`src/sv/hfc_pkg.sv`:
```
// ----------------------------------------------------------------------------
// hfc_pkg
// Shared types and constants for the binary32/binary16 converter.
// ----------------------------------------------------------------------------
`default_nettype none
package hfc_pkg;
  localparam logic CMD_NARROW = 1'b0;
  localparam logic CMD_WIDEN  = 1'b1;

  // decoded and aligned item between stage 1 and stage 2
  typedef struct packed {
    logic        cmd;
    logic        last;
    logic        sign;
    // narrowing
    logic        n_special;  // inf/nan
    logic        n_nan;
    logic        n_ovf;
    logic        n_normal;
    logic        n_zero;
    logic [7:0]  exp;
    logic [22:0] frac;
    logic [14:0] q;          // subnormal significand after the shift
    logic [23:0] rem;        // bits shifted out
    logic [23:0] half;       // halfway weight for the shift
    // widening
    logic [15:0] h;
    logic [3:0]  p;          // leading one of the half fraction
    logic [9:0]  mn;         // normalized subnormal fraction
  } dec_t;

  // rounding decided, between stage 2 and stage 3
  typedef struct packed {
    logic        cmd;
    logic        last;
    logic        sign;
    logic [14:0] npre;       // narrowed magnitude before the increment
    logic        ninc;       // round up
    logic [30:0] wres;       // widened magnitude
  } res_t;
endpackage
`default_nettype wire

```
`src/sv/hfc_if.sv`:
```
// ----------------------------------------------------------------------------
// hfc_if
// Valid/ready channel carrying converter items.
// ----------------------------------------------------------------------------
`default_nettype none
interface hfc_if #(
  parameter int W = 32
);
  logic         valid;
  logic         ready;
  logic         cmd;
  logic [W-1:0] data;
  logic         last;
  modport source (output valid, output cmd, output data, output last, input ready);
  modport sink   (input valid, input cmd, input data, input last, output ready);
endinterface
`default_nettype wire

```
`src/sv/hfc_decode.sv`:
```
// ----------------------------------------------------------------------------
// hfc_decode
// Stage 1: field split, range classification, subnormal alignment and
// leading-one search.
// ----------------------------------------------------------------------------
`default_nettype none
module hfc_decode (
  input  wire logic          cmd,
  input  wire logic [31:0]   data,
  input  wire logic          last,
  output hfc_pkg::dec_t      dec
);
  logic [7:0]  e;
  logic [7:0]  sh;
  logic [4:0]  sh5;
  logic [23:0] sig;
  logic [23:0] shq;
  logic [23:0] mask;
  logic [9:0]  hm;
  logic [3:0]  p;
  always_comb begin
    e = data[30:23];
    sh = 8'd126 - e;
    sh5 = sh[4:0];
    sig = {1'b1, data[22:0]};
    shq = sig >> sh5;
    mask = (24'd1 << sh5) - 24'd1;
    hm = data[9:0];
    // leading one search over 10 bits
    p = 4'd0;
    for (int i = 0; i < 10; i++) begin
      if (hm[i]) p = 4'(i);
    end
    dec = '0;
    dec.cmd = cmd;
    dec.last = last;
    dec.sign = (cmd == hfc_pkg::CMD_NARROW) ? data[31] : data[15];
    dec.exp = e;
    dec.frac = data[22:0];
    dec.h = data[15:0];
    dec.n_special = (e == 8'hFF);
    dec.n_nan = (e == 8'hFF) && (data[22:0] != '0);
    dec.n_ovf = (e >= 8'd143) && (e != 8'hFF);
    dec.n_normal = (e >= 8'd113) && (e < 8'd143);
    dec.n_zero = (e < 8'd102);
    dec.q = shq[14:0];
    dec.rem = sig & mask;
    dec.half = 24'd1 << (sh5 - 5'd1);
    dec.p = p;
    dec.mn = 10'(hm << (4'd10 - p));
  end
endmodule
`default_nettype wire

```
`src/sv/hfc_round.sv`:
```
// ----------------------------------------------------------------------------
// hfc_round
// Stage 2: rounding decision and widened result assembly.
// ----------------------------------------------------------------------------
`default_nettype none
module hfc_round (
  input  wire hfc_pkg::dec_t dec,
  output hfc_pkg::res_t      res
);
  logic [14:0] base;
  logic [12:0] rem13;
  logic        nrm_inc;
  logic        sub_inc;
  logic [4:0]  he;
  logic [9:0]  hm;
  always_comb begin
    base    = {dec.exp[4:0] - 5'd16, dec.frac[22:13]};
    rem13   = dec.frac[12:0];
    nrm_inc = (rem13 > 13'h1000) || (rem13 == 13'h1000 && base[0]);
    sub_inc = (dec.rem > dec.half) || (dec.rem == dec.half && dec.q[0]);

    res      = '0;
    res.cmd  = dec.cmd;
    res.last = dec.last;
    res.sign = dec.sign;
    if (dec.n_special) begin
      res.npre = dec.n_nan ? (15'h7E00 | {5'd0, dec.frac[22:13]}) : 15'h7C00;
    end else if (dec.n_ovf) begin
      res.npre = 15'h7C00;
    end else if (dec.n_normal) begin
      res.npre = base;
      res.ninc = nrm_inc;
    end else if (dec.n_zero) begin
      res.npre = '0;
    end else begin
      res.npre = dec.q;
      res.ninc = sub_inc;
    end

    he = dec.h[14:10];
    hm = dec.h[9:0];
    if (he == 5'd31) begin
      res.wres = (hm == '0) ? 31'h7F800000 : (31'h7FC00000 | {8'd0, hm, 13'd0});
    end else if (he == 5'd0) begin
      res.wres = (hm == '0) ? 31'd0 : {8'(dec.p) + 8'd103, dec.mn, 13'd0};
    end else begin
      res.wres = {8'(he) + 8'd112, hm, 13'd0};
    end
  end
endmodule
`default_nettype wire

```
`src/sv/half_float_converter_core.sv`:
```
// ----------------------------------------------------------------------------
// half_float_converter_core
// IEEE 754 binary32 <-> binary16 converter, three-stage pipeline.
// ----------------------------------------------------------------------------
// Converts one item per clock: cmd 0 narrows binary32 to binary16 (round to
// nearest even, subnormals, overflow to infinity, quiet NaN), cmd 1 widens
// binary16 (low 16 bits of data) to binary32 exactly. last passes through.
// The stages: stage 1 classifies and aligns (subnormal shift,
// leading-one search), stage 2 decides rounding and builds the widened
// result, stage 3 applies the round increment and picks the direction.
// The pipeline advances whenever the output stage is empty or being taken,
// so throughput is one item per cycle with a ready sink; back-pressure holds
// a full stage in place once every stage after it is full too.
`default_nettype none
module half_float_converter_core (
  input wire logic clk,
  input wire logic rst,
  hfc_if.sink      in_ch,
  hfc_if.source    out_ch
);
  hfc_pkg::dec_t dec_c, dec;
  hfc_pkg::res_t res_c, res;
  logic v1, v2, v3;
  logic [31:0] data_o;
  logic        last_o;
  logic adv3, adv2, adv1;
  logic [14:0] nres;
  logic [31:0] data_c;

  // each stage moves when its successor can take it
  assign adv3 = !v3 || out_ch.ready;
  assign adv2 = !v2 || adv3;
  assign adv1 = !v1 || adv2;
  assign in_ch.ready = adv1;

  hfc_decode u_dec (.cmd(in_ch.cmd), .data(in_ch.data), .last(in_ch.last), .dec(dec_c));
  hfc_round  u_rnd (.dec(dec), .res(res_c));

  // stage 3: round increment (may carry into infinity) and direction select
  always_comb begin
    nres = res.npre + {14'd0, res.ninc};
    if (res.cmd == hfc_pkg::CMD_NARROW) begin
      data_c = {16'd0, res.sign, nres};
    end else begin
      data_c = {res.sign, res.wres};
    end
  end

  always_ff @(posedge clk) begin
    if (rst) begin
      v1 <= 1'b0;
      v2 <= 1'b0;
      v3 <= 1'b0;
    end else begin
      if (adv1) v1 <= in_ch.valid;
      if (adv2) v2 <= v1;
      if (adv3) v3 <= v2;
    end
    if (adv1) dec <= dec_c;
    if (adv2) res <= res_c;
    if (adv3) begin
      data_o <= data_c;
      last_o <= res.last;
    end
  end

  assign out_ch.valid = v3;
  assign out_ch.data  = data_o;
  assign out_ch.last  = last_o;
  assign out_ch.cmd   = 1'b0;
endmodule
`default_nettype wire
```
`src/flat_wrapper.sv`:
```
// flat-port wrapper written by rule: the top's interface ports become plain ports
module half_float_converter_core_flat 
  (clk, rst, in_ch_valid, in_ch_cmd, in_ch_data, in_ch_last, in_ch_ready, out_ch_valid, out_ch_cmd, out_ch_data, out_ch_last, out_ch_ready);
  hfc_if in_ch_i ();
  hfc_if out_ch_i ();
  input wire logic clk;
  input wire logic rst;
  input wire logic [$bits(in_ch_i.valid)-1:0] in_ch_valid;
  input wire logic [$bits(in_ch_i.cmd)-1:0] in_ch_cmd;
  input wire logic [$bits(in_ch_i.data)-1:0] in_ch_data;
  input wire logic [$bits(in_ch_i.last)-1:0] in_ch_last;
  output wire logic [$bits(in_ch_i.ready)-1:0] in_ch_ready;
  output wire logic [$bits(out_ch_i.valid)-1:0] out_ch_valid;
  output wire logic [$bits(out_ch_i.cmd)-1:0] out_ch_cmd;
  output wire logic [$bits(out_ch_i.data)-1:0] out_ch_data;
  output wire logic [$bits(out_ch_i.last)-1:0] out_ch_last;
  input wire logic [$bits(out_ch_i.ready)-1:0] out_ch_ready;
  assign in_ch_i.valid = in_ch_valid;
  assign in_ch_i.cmd = in_ch_cmd;
  assign in_ch_i.data = in_ch_data;
  assign in_ch_i.last = in_ch_last;
  assign in_ch_ready = in_ch_i.ready;
  assign out_ch_valid = out_ch_i.valid;
  assign out_ch_cmd = out_ch_i.cmd;
  assign out_ch_data = out_ch_i.data;
  assign out_ch_last = out_ch_i.last;
  assign out_ch_i.ready = out_ch_ready;
  half_float_converter_core u_core (.clk(clk), .rst(rst), .in_ch(in_ch_i), .out_ch(out_ch_i));
endmodule
```
`config.mk`:
```
export PLATFORM = sky130hd
export DESIGN_NAME = half_float_converter_core_flat
export DESIGN_NICKNAME = d
export VERILOG_FILES = /design/src/sv/hfc_pkg.sv /design/src/sv/hfc_if.sv /design/src/sv/hfc_decode.sv /design/src/sv/hfc_round.sv /design/src/sv/half_float_converter_core.sv /design/src/flat_wrapper.sv
export SDC_FILE = /design/constraint.sdc
export NUM_CORES = 1
export LEC_CHECK = 0
export ABC_AREA = 1
export BUFFER_PORTS_ARGS = -buffer_cell sky130_fd_sc_hd__buf_2
export CORE_MARGIN = 8
export CORE_UTILIZATION = 40
export DETAILED_ROUTE_END_ITERATION = 6
export PLACE_DENSITY = 0.68
export SLEW_MARGIN = 20
export SYNTH_ARGS = -nofsm -noshare
export SYNTH_HDL_FRONTEND = slang
export SYNTH_SLANG_ARGS = --single-unit
```
`constraint.sdc`:
```
create_clock -name clk -period 7.04 [get_ports clk]
set_input_delay 0.352 -clock clk [delete_from_list [all_inputs] [get_ports clk]]
set_output_delay 0.352 -clock clk [all_outputs]
set_load 0.02 [all_outputs]
```
==> summary.txt, run 1 <==
Global route
  • Largest net degree at the start of global routing: 80
  • Total grt overflow: 0
  • Global Route Usage Sum: 16.2%
  • First-pass GRT wire length: 39000 um
  • Vias in the first global route: 7249
  • Initial antenna violation count: 0

STA
  • Min Tclk post-route: between 3000 and 4000 ps
  • Unrepaired setup endpoints after global routing: false
  • Setup ws final: 3480 ps
  • Final Cycle Share: approximately half
  • Final Hold Fails: 0
  • Final setup violation count: 0
  • Setup TNS: 0 ps
  • Worst slew margin relative to its limit: 30.5%
  • Final Slew Violations: 0
  • Clk_skew: 16.8 ps
  • Fmax: 0.281 GHz
  • Slew of the pin with the lowest slew margin: 1040 ps

Detailed routing
  • Drt wl/cell: ~17 um
  • Drt drc: 0
  • ANT nets after route: 0
  • Vias: about 7800
  • Initial DRC count: 667
  • Via-per-instance ratio: about 5.2
  • Routed WL: 25000 um
  • 1st-pass router iterations: 5

Finish
  • Fin nets: 1235
  • Diodes inserted: 0
  • Final non-filler cell total: 1501
  • Synthesis-to-finish area growth: 12.1%
  • Share of layout cells above drive strength 1: 13.0%

Logic synthesis
  • Mapped Area: 10100 sq um
  • Register area share after synthesis: 54.3%
  • Top_reg_cell synth: edfxtp_1
  • Mux cell area share after synthesis: 0.519%
  • Most frequent cell after synthesis: nand2_1
  • Syn avg cell area: about 9.2 sq um
  • Main combinational cell family by area after synthesis: simple AND/OR/NAND/NOR gates
  • Area leader, netlist: edfxtp_1
  • FF+latch count, synth: 184
  • Synth Area in Adders: 4.82%
  • Synth Area in XOR/XNOR: less than 1%
  • Synth warn: 0
  • Top-area cell type share of the netlist area: a little over half
  • Post-synthesis cell count: 1099
  • Number of synthesized flops with an enable pin: roughly 180
  • Number of library cell types mapped by synthesis: slightly above 50
  • Post-synth ARST share: 0%
  • Synth Area in Compound Gates: 10.9%
  • Post-Synth Simple-Gate Area: 21.7%
  • Top post-synthesis cells by area: edfxtp_1 (54%), nand2_1 (8.7%), inv_1 (4.9%)
  • Syn nets: 1176
  • Post-synth top cells: nand2_1 (234), edfxtp_1 (181), inv_1 (133)

CTS
  • Clk pin slew, worst setup/hold paths: 80 ps
  • H-tree levels: 4
  • CTS tree: done
  • Post-CTS Setup Inserts: 0
  • Clock Path Buffers: 2
  • Hold buffer count at CTS: 0
  • Worst-skew pair later-pin latency: 440 ps
  • Post-CTS Resized: 0
  • Num CTS Buffers: 17
  • Clock Sinks: 184
  • Clk root buf: clkbuf_16

Critical path
  • CP required: 7210 ps
  • Crit-path cells: buf_2 > inv_2 > ha_1 > inv_1 > nor3_2 > xor2_1 > or2_1 > nor3_1
  • R2r endpoint: u_core.dec[59]
  • Setup Crit Path Kind: in2reg
  • Top delay family on crit path: buffers and inverters
  • Kind of end point of the critical path: register
  • Worst path slowest cell: ha_1
  • Reg2reg setup slack: 4420 ps
  • FF-to-FF Start: u_core.out_ch.valid
  • Capture point of the critical path: u_core.dec[40]
  • Slowest cell delay on critical path: 740 ps
  • CP Max Fanout: 43
  • Worst path depth: 8
  • Arrival time worst endpoint: around 3700 ps
  • Reg2reg path depth: 5
  • CP startpoint: in_ch_data[23]
  • Crit path buf inv count: 3
  • Startpoint types: input pin

Floorplanning
  • Die Y-Extent: 175 um
  • Full die area: 30600 sq um
  • Core area: 25000 sq um
  • Starting Density: 40.4%
  • Die width: 175 um
  • Row count: 58
  • Ports: 74

Placement
  • GP Congestion: around 0.9
  • Pre-CTS setup slack: 3030 ps
  • Port bufs: 72
  • Placed cell count: 1469
  • DP HPWL: 18500 um

Pwr
  • Pwr per Cell Area: 244 nW/um^2
  • Leak: 5.00 nW
  • Max IR drop VDD: ~160 uV
  • Total power: 2.77 mW

Run
  • Maxcap violations: 0

Worst hold path
  • Hold path depth: 2
  • Hold Crit Class: in2reg

Run status
  • Status: completed
## worst min-delay path by stage
| stage | startpoint | to | slack [ps] |
|---|---|---|---|
| 4_1_cts | in_ch_last | u_core.dec[130] | 80 |
| 6_report | rst | u_core.v1 | 80 |
| 5_1_grt | in_ch_last | u_core.dec[130] | 70 |
| 3_5_place_dp | u_core.dec[131] | u_core.res[49] | 410 |
| 3_3_place_gp | u_core.dec[131] | u_core.res[49] | 400 |
| 2_1_floorplan | u_core.res[48] | u_core.out_ch.last | 400 |
## layout make-up
type	instances	area, sq um
fillers	2404	13700
flip-flops and latches	184	5500
clock buffers	17	425
repair buffers	75	383
clock inverters	15	179
inverters	140	526
multi-input cells	740	3930
well taps	330	413
## logic make-up (layout without fill, tap and decap cells)
group,Yosys count,in the layout
buffers and inverters,175,247
adders and majority gates,39,39
other,1,1
muxes,5,5
AOI/OAI and AO/OA,188,188
DFF,184,184
and+or+nand+nor,499,499
xor gates and xnor gates,8,8
## sequential cells by signal, summed over array words and instances (netlist names)
register             cells
u_core.dec             113
u_core.res              36
u_core.out_ch.data      31
u_core.out_ch.last       1
u_core.out_ch.valid      1
u_core.v1                1
u_core.v2                1
## metal layers
| metal | global-route usage, % | up-vias | share of wire (%) |
|---|---|---|---|
| met5 | 0 | - | 0 |
| met1 | 21.2 | 3636 | 44 |
| li1 | - | 3896 | - |
| met2 | 26.6 | 262 | 47 |
| met3 | 2.94 | 46 | 5.8 |
| met4 | 5.79 | 0 | 2.8 |
## power by group
part | switching, mW | total, mW | internal [mW]
clock network | 0.463 | 0.972 | 0.509
logic | 0.303 | 0.446 | 0.143
registers | 0.0413 | 1.35 | 1.31
total | 0.807 | 2.77 | 1.96
## through the flow
stage / cell area, sq um / hold WS [ps] / utilization (%)
after global routing: 11300 / 71.8 / 45.3
final: 11300 / 84.9 / 45.3
after global placement: 10700 / 401 / 42.9
after floorplan: 10100 / 400 / -
after detailed placement: 10700 / 406 / 42.9
after CTS: 11300 / 77.4 / 45.3
## cells in the final DEF (no fill, tap or decap), drive strengths merged, types with 3 or more instances in the layout
| cell type | n |
|---|---|
| buf | 75 |
| o21a | 5 |
| dfxtp | 3 |
| nor4 | 6 |
| a31oi | 3 |
| nor3 | 26 |
| clkbuf | 17 |
| clkinv | 7 |
| or2 | 4 |
| a22o | 8 |
| o221ai | 6 |
| nand4 | 9 |
| o211ai | 5 |
| a21oi | 38 |
| o21ai | 96 |
| a221o | 4 |
| a22oi | 10 |
| nor2 | 115 |
| o22ai | 8 |
| edfxtp | 181 |
| ha | 39 |
| inv | 146 |
| nand2 | 242 |
| nand3 | 93 |
| xor2 | 4 |
| mux2i | 3 |
| xnor2 | 4 |
Power figures use the tool's default switching activity.
==> inputs of run 2 (changes only) <==
- PLACE_DENSITY: 0.68 -> 0.7
- clock period: 7.04 -> 2.9 ns (I/O delays scaled with it)
==> summary.txt, run 2 (synthesis gave the netlist of run 1 again) <==
STA
  • Final Hold Fails: 0
  • Min Tclk post-route: roughly 2600 ps
  • Slew of the pin with the lowest slew margin: 592 ps
  • Clk_skew: roughly 15 ps
  • Setup ws final: 274 ps
  • Final Slew Violations: 0
  • Final Cycle Share: 90.5%
  • Final setup violation count: 0
  • Worst slew margin relative to its limit: 60.5%
  • Setup TNS: 0 ps
  • Fmax: 0.381 GHz
  • Unrepaired setup endpoints after global routing: false

Finish
  • Reg area: 5500 sq um
  • Max reg flops: roughly 110
  • Core Util, Final: 46.8%
  • Most common cell after layout, fill and taps aside: nand2_1
  • Multi-input logic area: 3950 sq um
  • Biggest register: u_core.dec
  • Most frequent cells in the layout: nand2_1 (232), edfxtp_1 (181), inv_1 (133)
  • Diodes inserted: 0
  • Final non-filler cell total: 1533
  • Fillers: 2354
  • Fin nets: 1267
  • Share of layout cells above drive strength 1: 14.2%
  • Synthesis-to-finish area growth: 15.7%

Critical path
  • Startpoint types: input pin
  • Kind of end point of the critical path: register
  • Setup Crit Path Kind: in2reg
  • Crit-path cells: dlygate4sd3_1 > buf_2 > ha_1 > inv_1 > nand2_1 > nand2_4 > buf_4 > nor2_2 > buf_4 > o21ai_0 > nand2_1 > nor2_2 > nand3_1 > nor2_1 > nor2_1
  • CP required: just over 3000 ps
  • Slowest cell delay on critical path: approximately 530 ps
  • CP Max Fanout: 25
  • Reg2reg setup slack: just over 600 ps
  • Worst path slowest cell: dlygate4sd3_1
  • Arrival time worst endpoint: 2830 ps

CTS
  • Worst-skew pair later-pin latency: 450 ps
  • Clk pin slew, worst setup/hold paths: about 80 ps
  • Post-CTS Setup Inserts: 0
  • Clk root buf: clkbuf_16
  • Num CTS Buffers: 17
  • CTS tree: done
  • Clock Path Buffers: 2
  • H-tree levels: 4
  • Clock Sinks: around 180

Global route
  • Global Route Usage Sum: 16.5%
  • Largest net degree at the start of global routing: 55
  • Total grt overflow: 0
  • Vias in the first global route: 7581
  • Initial antenna violation count: 0
  • First-pass GRT wire length: 40000 um

Detailed routing
  • 1st-pass router iterations: 5
  • Via-per-instance ratio: 5.24
  • Drt wl/cell: 16.6 um
  • Initial DRC count: 777
  • Drt drc: 0
  • ANT nets after route: 0
  • Routed WL: 25500 um
  • Vias: 8026

Floorplanning
  • Row count: 58
  • Ports: 74
  • Core area: 25000 sq um
  • Die Y-Extent: 175 um
  • Full die area: 30600 sq um
  • Die width: 175 um
  • Starting Density: 40.4%

Pwr
  • Comb power frac: between 15 and 20%
  • Net Sw Power: 2.13 mW
  • Seq pwr share: a little under half
  • Leak: 5.18 nW
  • Power share of the clock group: 36.2%
  • Pwr per Cell Area: 590 nW/um^2
  • Total power: 6.90 mW
  • Max IR drop VDD: 420 uV
  • Sw frac: around 30%
  • Internal power: 4.77 mW

Placement
  • GP Congestion: 0.931
  • Placed cell count: 1483
  • Pre-CTS setup slack: about 130 ps
  • Port bufs: just over 70
  • DP HPWL: 18900 um

Run
  • Maxcap violations: 0

Run status
  • Status: completed

Worst hold path
  • Hold Crit Class: in2reg
-- run 2: critical path, delay by kind of cell --
kind	cells	cell delay, ps
adder cells (fa/ha/maj)	1	230
AND/OR/NAND/NOR	8	910
AO/OA/AOI/OAI	1	250
buffers and inverters	5	1270
-- run 2: repair_timing --
item                       4_1_cts  5_1_grt
hold endpoints to repair        19        0
hold buffers                    18        0
gates resized for setup          0        5
setup endpoints to repair        0       11
-- run 2: metal layers --
| layer | up-vias | GRT usage [%] | part of all wire (%) |
|---|---|---|---|
| met5 | - | 0 | 0 |
| met4 | 0 | 5.48 | 2.5 |
| met3 | 36 | 3.97 | 8.1 |
| li1 | 3965 | - | - |
| met2 | 315 | 26.4 | 46 |
| met1 | 3710 | 21.7 | 44 |
-- run 2: cell type report --
type	instances	share of cell area [%]
clock inverter	15	1.86
inverter	140	4.49
clock buffer	17	3.63
sequential	184	46.9
timing repair buffer	107	5.82
multi-input combinational	740	33.7
tap	330	3.53
-- run 2: path summary, 6_finish.rpt --
check / start / endpoint / cells after the start
worst max-delay path: in_ch_data[24] / u_core.dec[72] / 15
worst min-delay path: in_ch_data[5] / u_core.dec[19] / 1
worst max register to register: u_core.res[31] / u_core.out_ch.data[14] / 12
worst min register to register: u_core.res[48] / u_core.out_ch.last / 0
-- run 2: per-stage QoR --
stage / cell area [sq um] / hold slack [ps]
4_1_cts: 11700 / 5.12
3_5_place_dp: 10900 / 323
3_3_place_gp: 10900 / 324
2_1_floorplan: 10100 / 214
6_report: 11700 / 15.3
5_1_grt: 11700 / 4.33
-- run 2: power by group through the flow --
stage                     Clock, mW  Combinational, mW  Sequential (mW)
final                          2.50               1.14             3.27
after global routing           2.64               1.27             3.29
after CTS                      2.54               1.12             3.27
after detailed placement          0               1.09             3.33
after global placement            0               1.08             3.32
after floorplan                   0              0.719             3.34
==> inputs of run 3 (changes only) <==
- SETUP_SLACK_MARGIN: not set -> 0.5
==> summary.txt, run 3 (synthesis gave the netlist of run 1 again) <==
Detailed routing
  • Total length of routed met2 wires: 12400 um
  • Drt drc: 0
  • ANT nets after route: 0
  • Vias: 8178
  • M1 WL: 11200 um
  • WL met3: 1780 um
  • 1st-pass router iterations: 5
  • Routed WL: 26000 um
  • Top Layer Used: met4
  • Via-per-instance ratio: 5.33
  • Drt wl/cell: 17.0 um
  • Initial DRC count: 769

Floorplanning
  • Ports: 74
  • Row count: 58
  • Starting Density: 40.4%
  • Core area: 25000 sq um
  • Die Y-Extent: 175 um
  • Die width: roughly 180 um
  • Full die area: 30600 sq um

STA
  • Final Slew Violations: 0
  • Setup TNS: 0 ps
  • Final Hold Fails: 0
  • Fmax: 0.446 GHz
  • Clk_skew: 14.4 ps
  • Worst slew margin relative to its limit: 51.6%
  • Final setup violation count: 0
  • Min Tclk post-route: 2240 ps
  • Slew of the pin with the lowest slew margin: 725 ps
  • Unrepaired setup endpoints after global routing: false
  • Final Cycle Share: 77.4%

CTS
  • Post-CTS Setup Inserts: 0
  • Clock Sinks: ~180
  • H-tree levels: 4
  • Clock Path Buffers: 2
  • Clk root buf: clkbuf_16
  • Worst-skew pair later-pin latency: 440 ps
  • Num CTS Buffers: 17
  • CTS tree: done
  • Clk pin slew, worst setup/hold paths: 80 ps

Finish
  • Synthesis-to-finish area growth: 15.8%
  • Most frequent cells in the layout: nand2_1 (231), edfxtp_1 (181), inv_1 (132)
  • Final non-filler cell total: 1533
  • Diodes inserted: 0
  • Most common cell after layout, fill and taps aside: nand2_1
  • Max reg flops: 113
  • Biggest register: u_core.dec
  • Fin nets: 1267
  • Reg area: 5500 sq um
  • Share of layout cells above drive strength 1: 14.5%
  • Fillers: 2310
  • Multi-input logic area: 3960 sq um

Critical path
  • CP Max Fanout: 11
  • CP required: 3100 ps
  • Reg2reg setup slack: 730 ps
  • Crit path buf inv count: 5
  • Startpoint types: input pin
  • Crit-path cells: dlygate4sd3_1 > buf_2 > inv_1 > nand2_1 > nand2_1 > buf_4 > nor2_2 > o21ai_0 > nand2_1 > nor2_1 > nand3_1 > nand2_1 > inv_1 > nor2_1
  • Arrival time worst endpoint: 2450 ps
  • Worst path slowest cell: dlygate4sd3_1
  • Slowest cell delay on critical path: 520 ps
  • Kind of end point of the critical path: register
  • Setup Crit Path Kind: in2reg
  • Top delay family on crit path: buffers and inverters
  • CP most frequent cell: nand2_1

Run
  • Maxcap violations: 0

Placement
  • Placed cell count: 1484
  • Port bufs: between 70 and 80
  • DP HPWL: ~19000 um
  • GP Congestion: 0.925

Pwr
  • Pwr per Cell Area: 592 nW/um^2
  • Max IR drop VDD: 477 uV
  • Total power: ~6.9 mW
  • Leak: 5.16 nW

Worst hold path
  • Hold Crit Class: in2reg

Run status
  • Status: completed

Global route
  • Vias in the first global route: 7768
  • First-pass GRT wire length: 41200 um
  • Initial antenna violation count: 0
  • Total grt overflow: 0
  • Largest net degree at the start of global routing: 78
  • Global Route Usage Sum: 16.9%
[run 3: cell count changes in the layout (fill, tap and decap cells not counted), moves of 2 or more]
cell | before | now
buf_4 | 16 | 18
inv_8 | 0 | 2
inv_6 | 4 | 2
nor2_4 | 2 | 4
[run 3: final timing paths]
kind,cells after the start,end,start
hold reg to reg,0,u_core.res[47],u_core.dec[129]
hold / removal,1,u_core.dec[109],in_ch_data[16]
setup / recovery,14,u_core.dec[76],in_ch_data[26]
setup reg to reg,9,u_core.res[31],u_core.dec[75]
[run 3: what timing repair did]
item                                   CTS  global route
setup endpoints to repair                0            19
endpoints found under the hold margin   17             1
hold buffers                            16             1
gates resized for setup                  0             6
[run 3: through the flow]
stage               area [sq um]  util, %  hold slack (ps)  setup slack (ps)
floorplan                  10100        -              214               681
global placement           10900     43.4              333               354
detailed placement         10900     43.4              336               356
CTS                        11700     46.7            0.244               559
global route               11700     46.8             8.56               508
finish                     11700     46.8             21.1               656
[run 3: worst register-to-register path: stages (launching register included)]
cell and delay (ps):
edfxtp_1 450, ha_1 330, nand2_1 60, nor2_1 170, nand2_1 90, nor3_2 190, nand2_1 230, nand4_1 250
nand2_1 110, a21oi_1 140
[run 3: power breakdown]
group	internal, mW	switching (mW)	total [mW]
combinational	0.387	0.750	1.14
sequential	3.17	0.101	3.27
clock	1.22	1.30	2.53
total	4.78	2.15	6.94
[run 3: layer usage]
layer / vias up / global-route usage, %
met5: - / 0
met4: 0 / 5.83
met3: 39 / 3.26
met2: 317 / 28.2
met1: 3858 / 21.7
li1: 3964 / -
[run 3: cell type report]
type                            count  share of cell area, %
Sequential cell                   184                   46.9
Clock inverter                     15                   1.90
Tap cell                          330                   3.52
Clock buffer                       17                   3.63
Timing Repair Buffer              107                   5.68
Inverter                          140                   4.52
Multi-Input combinational cell    740                   33.8
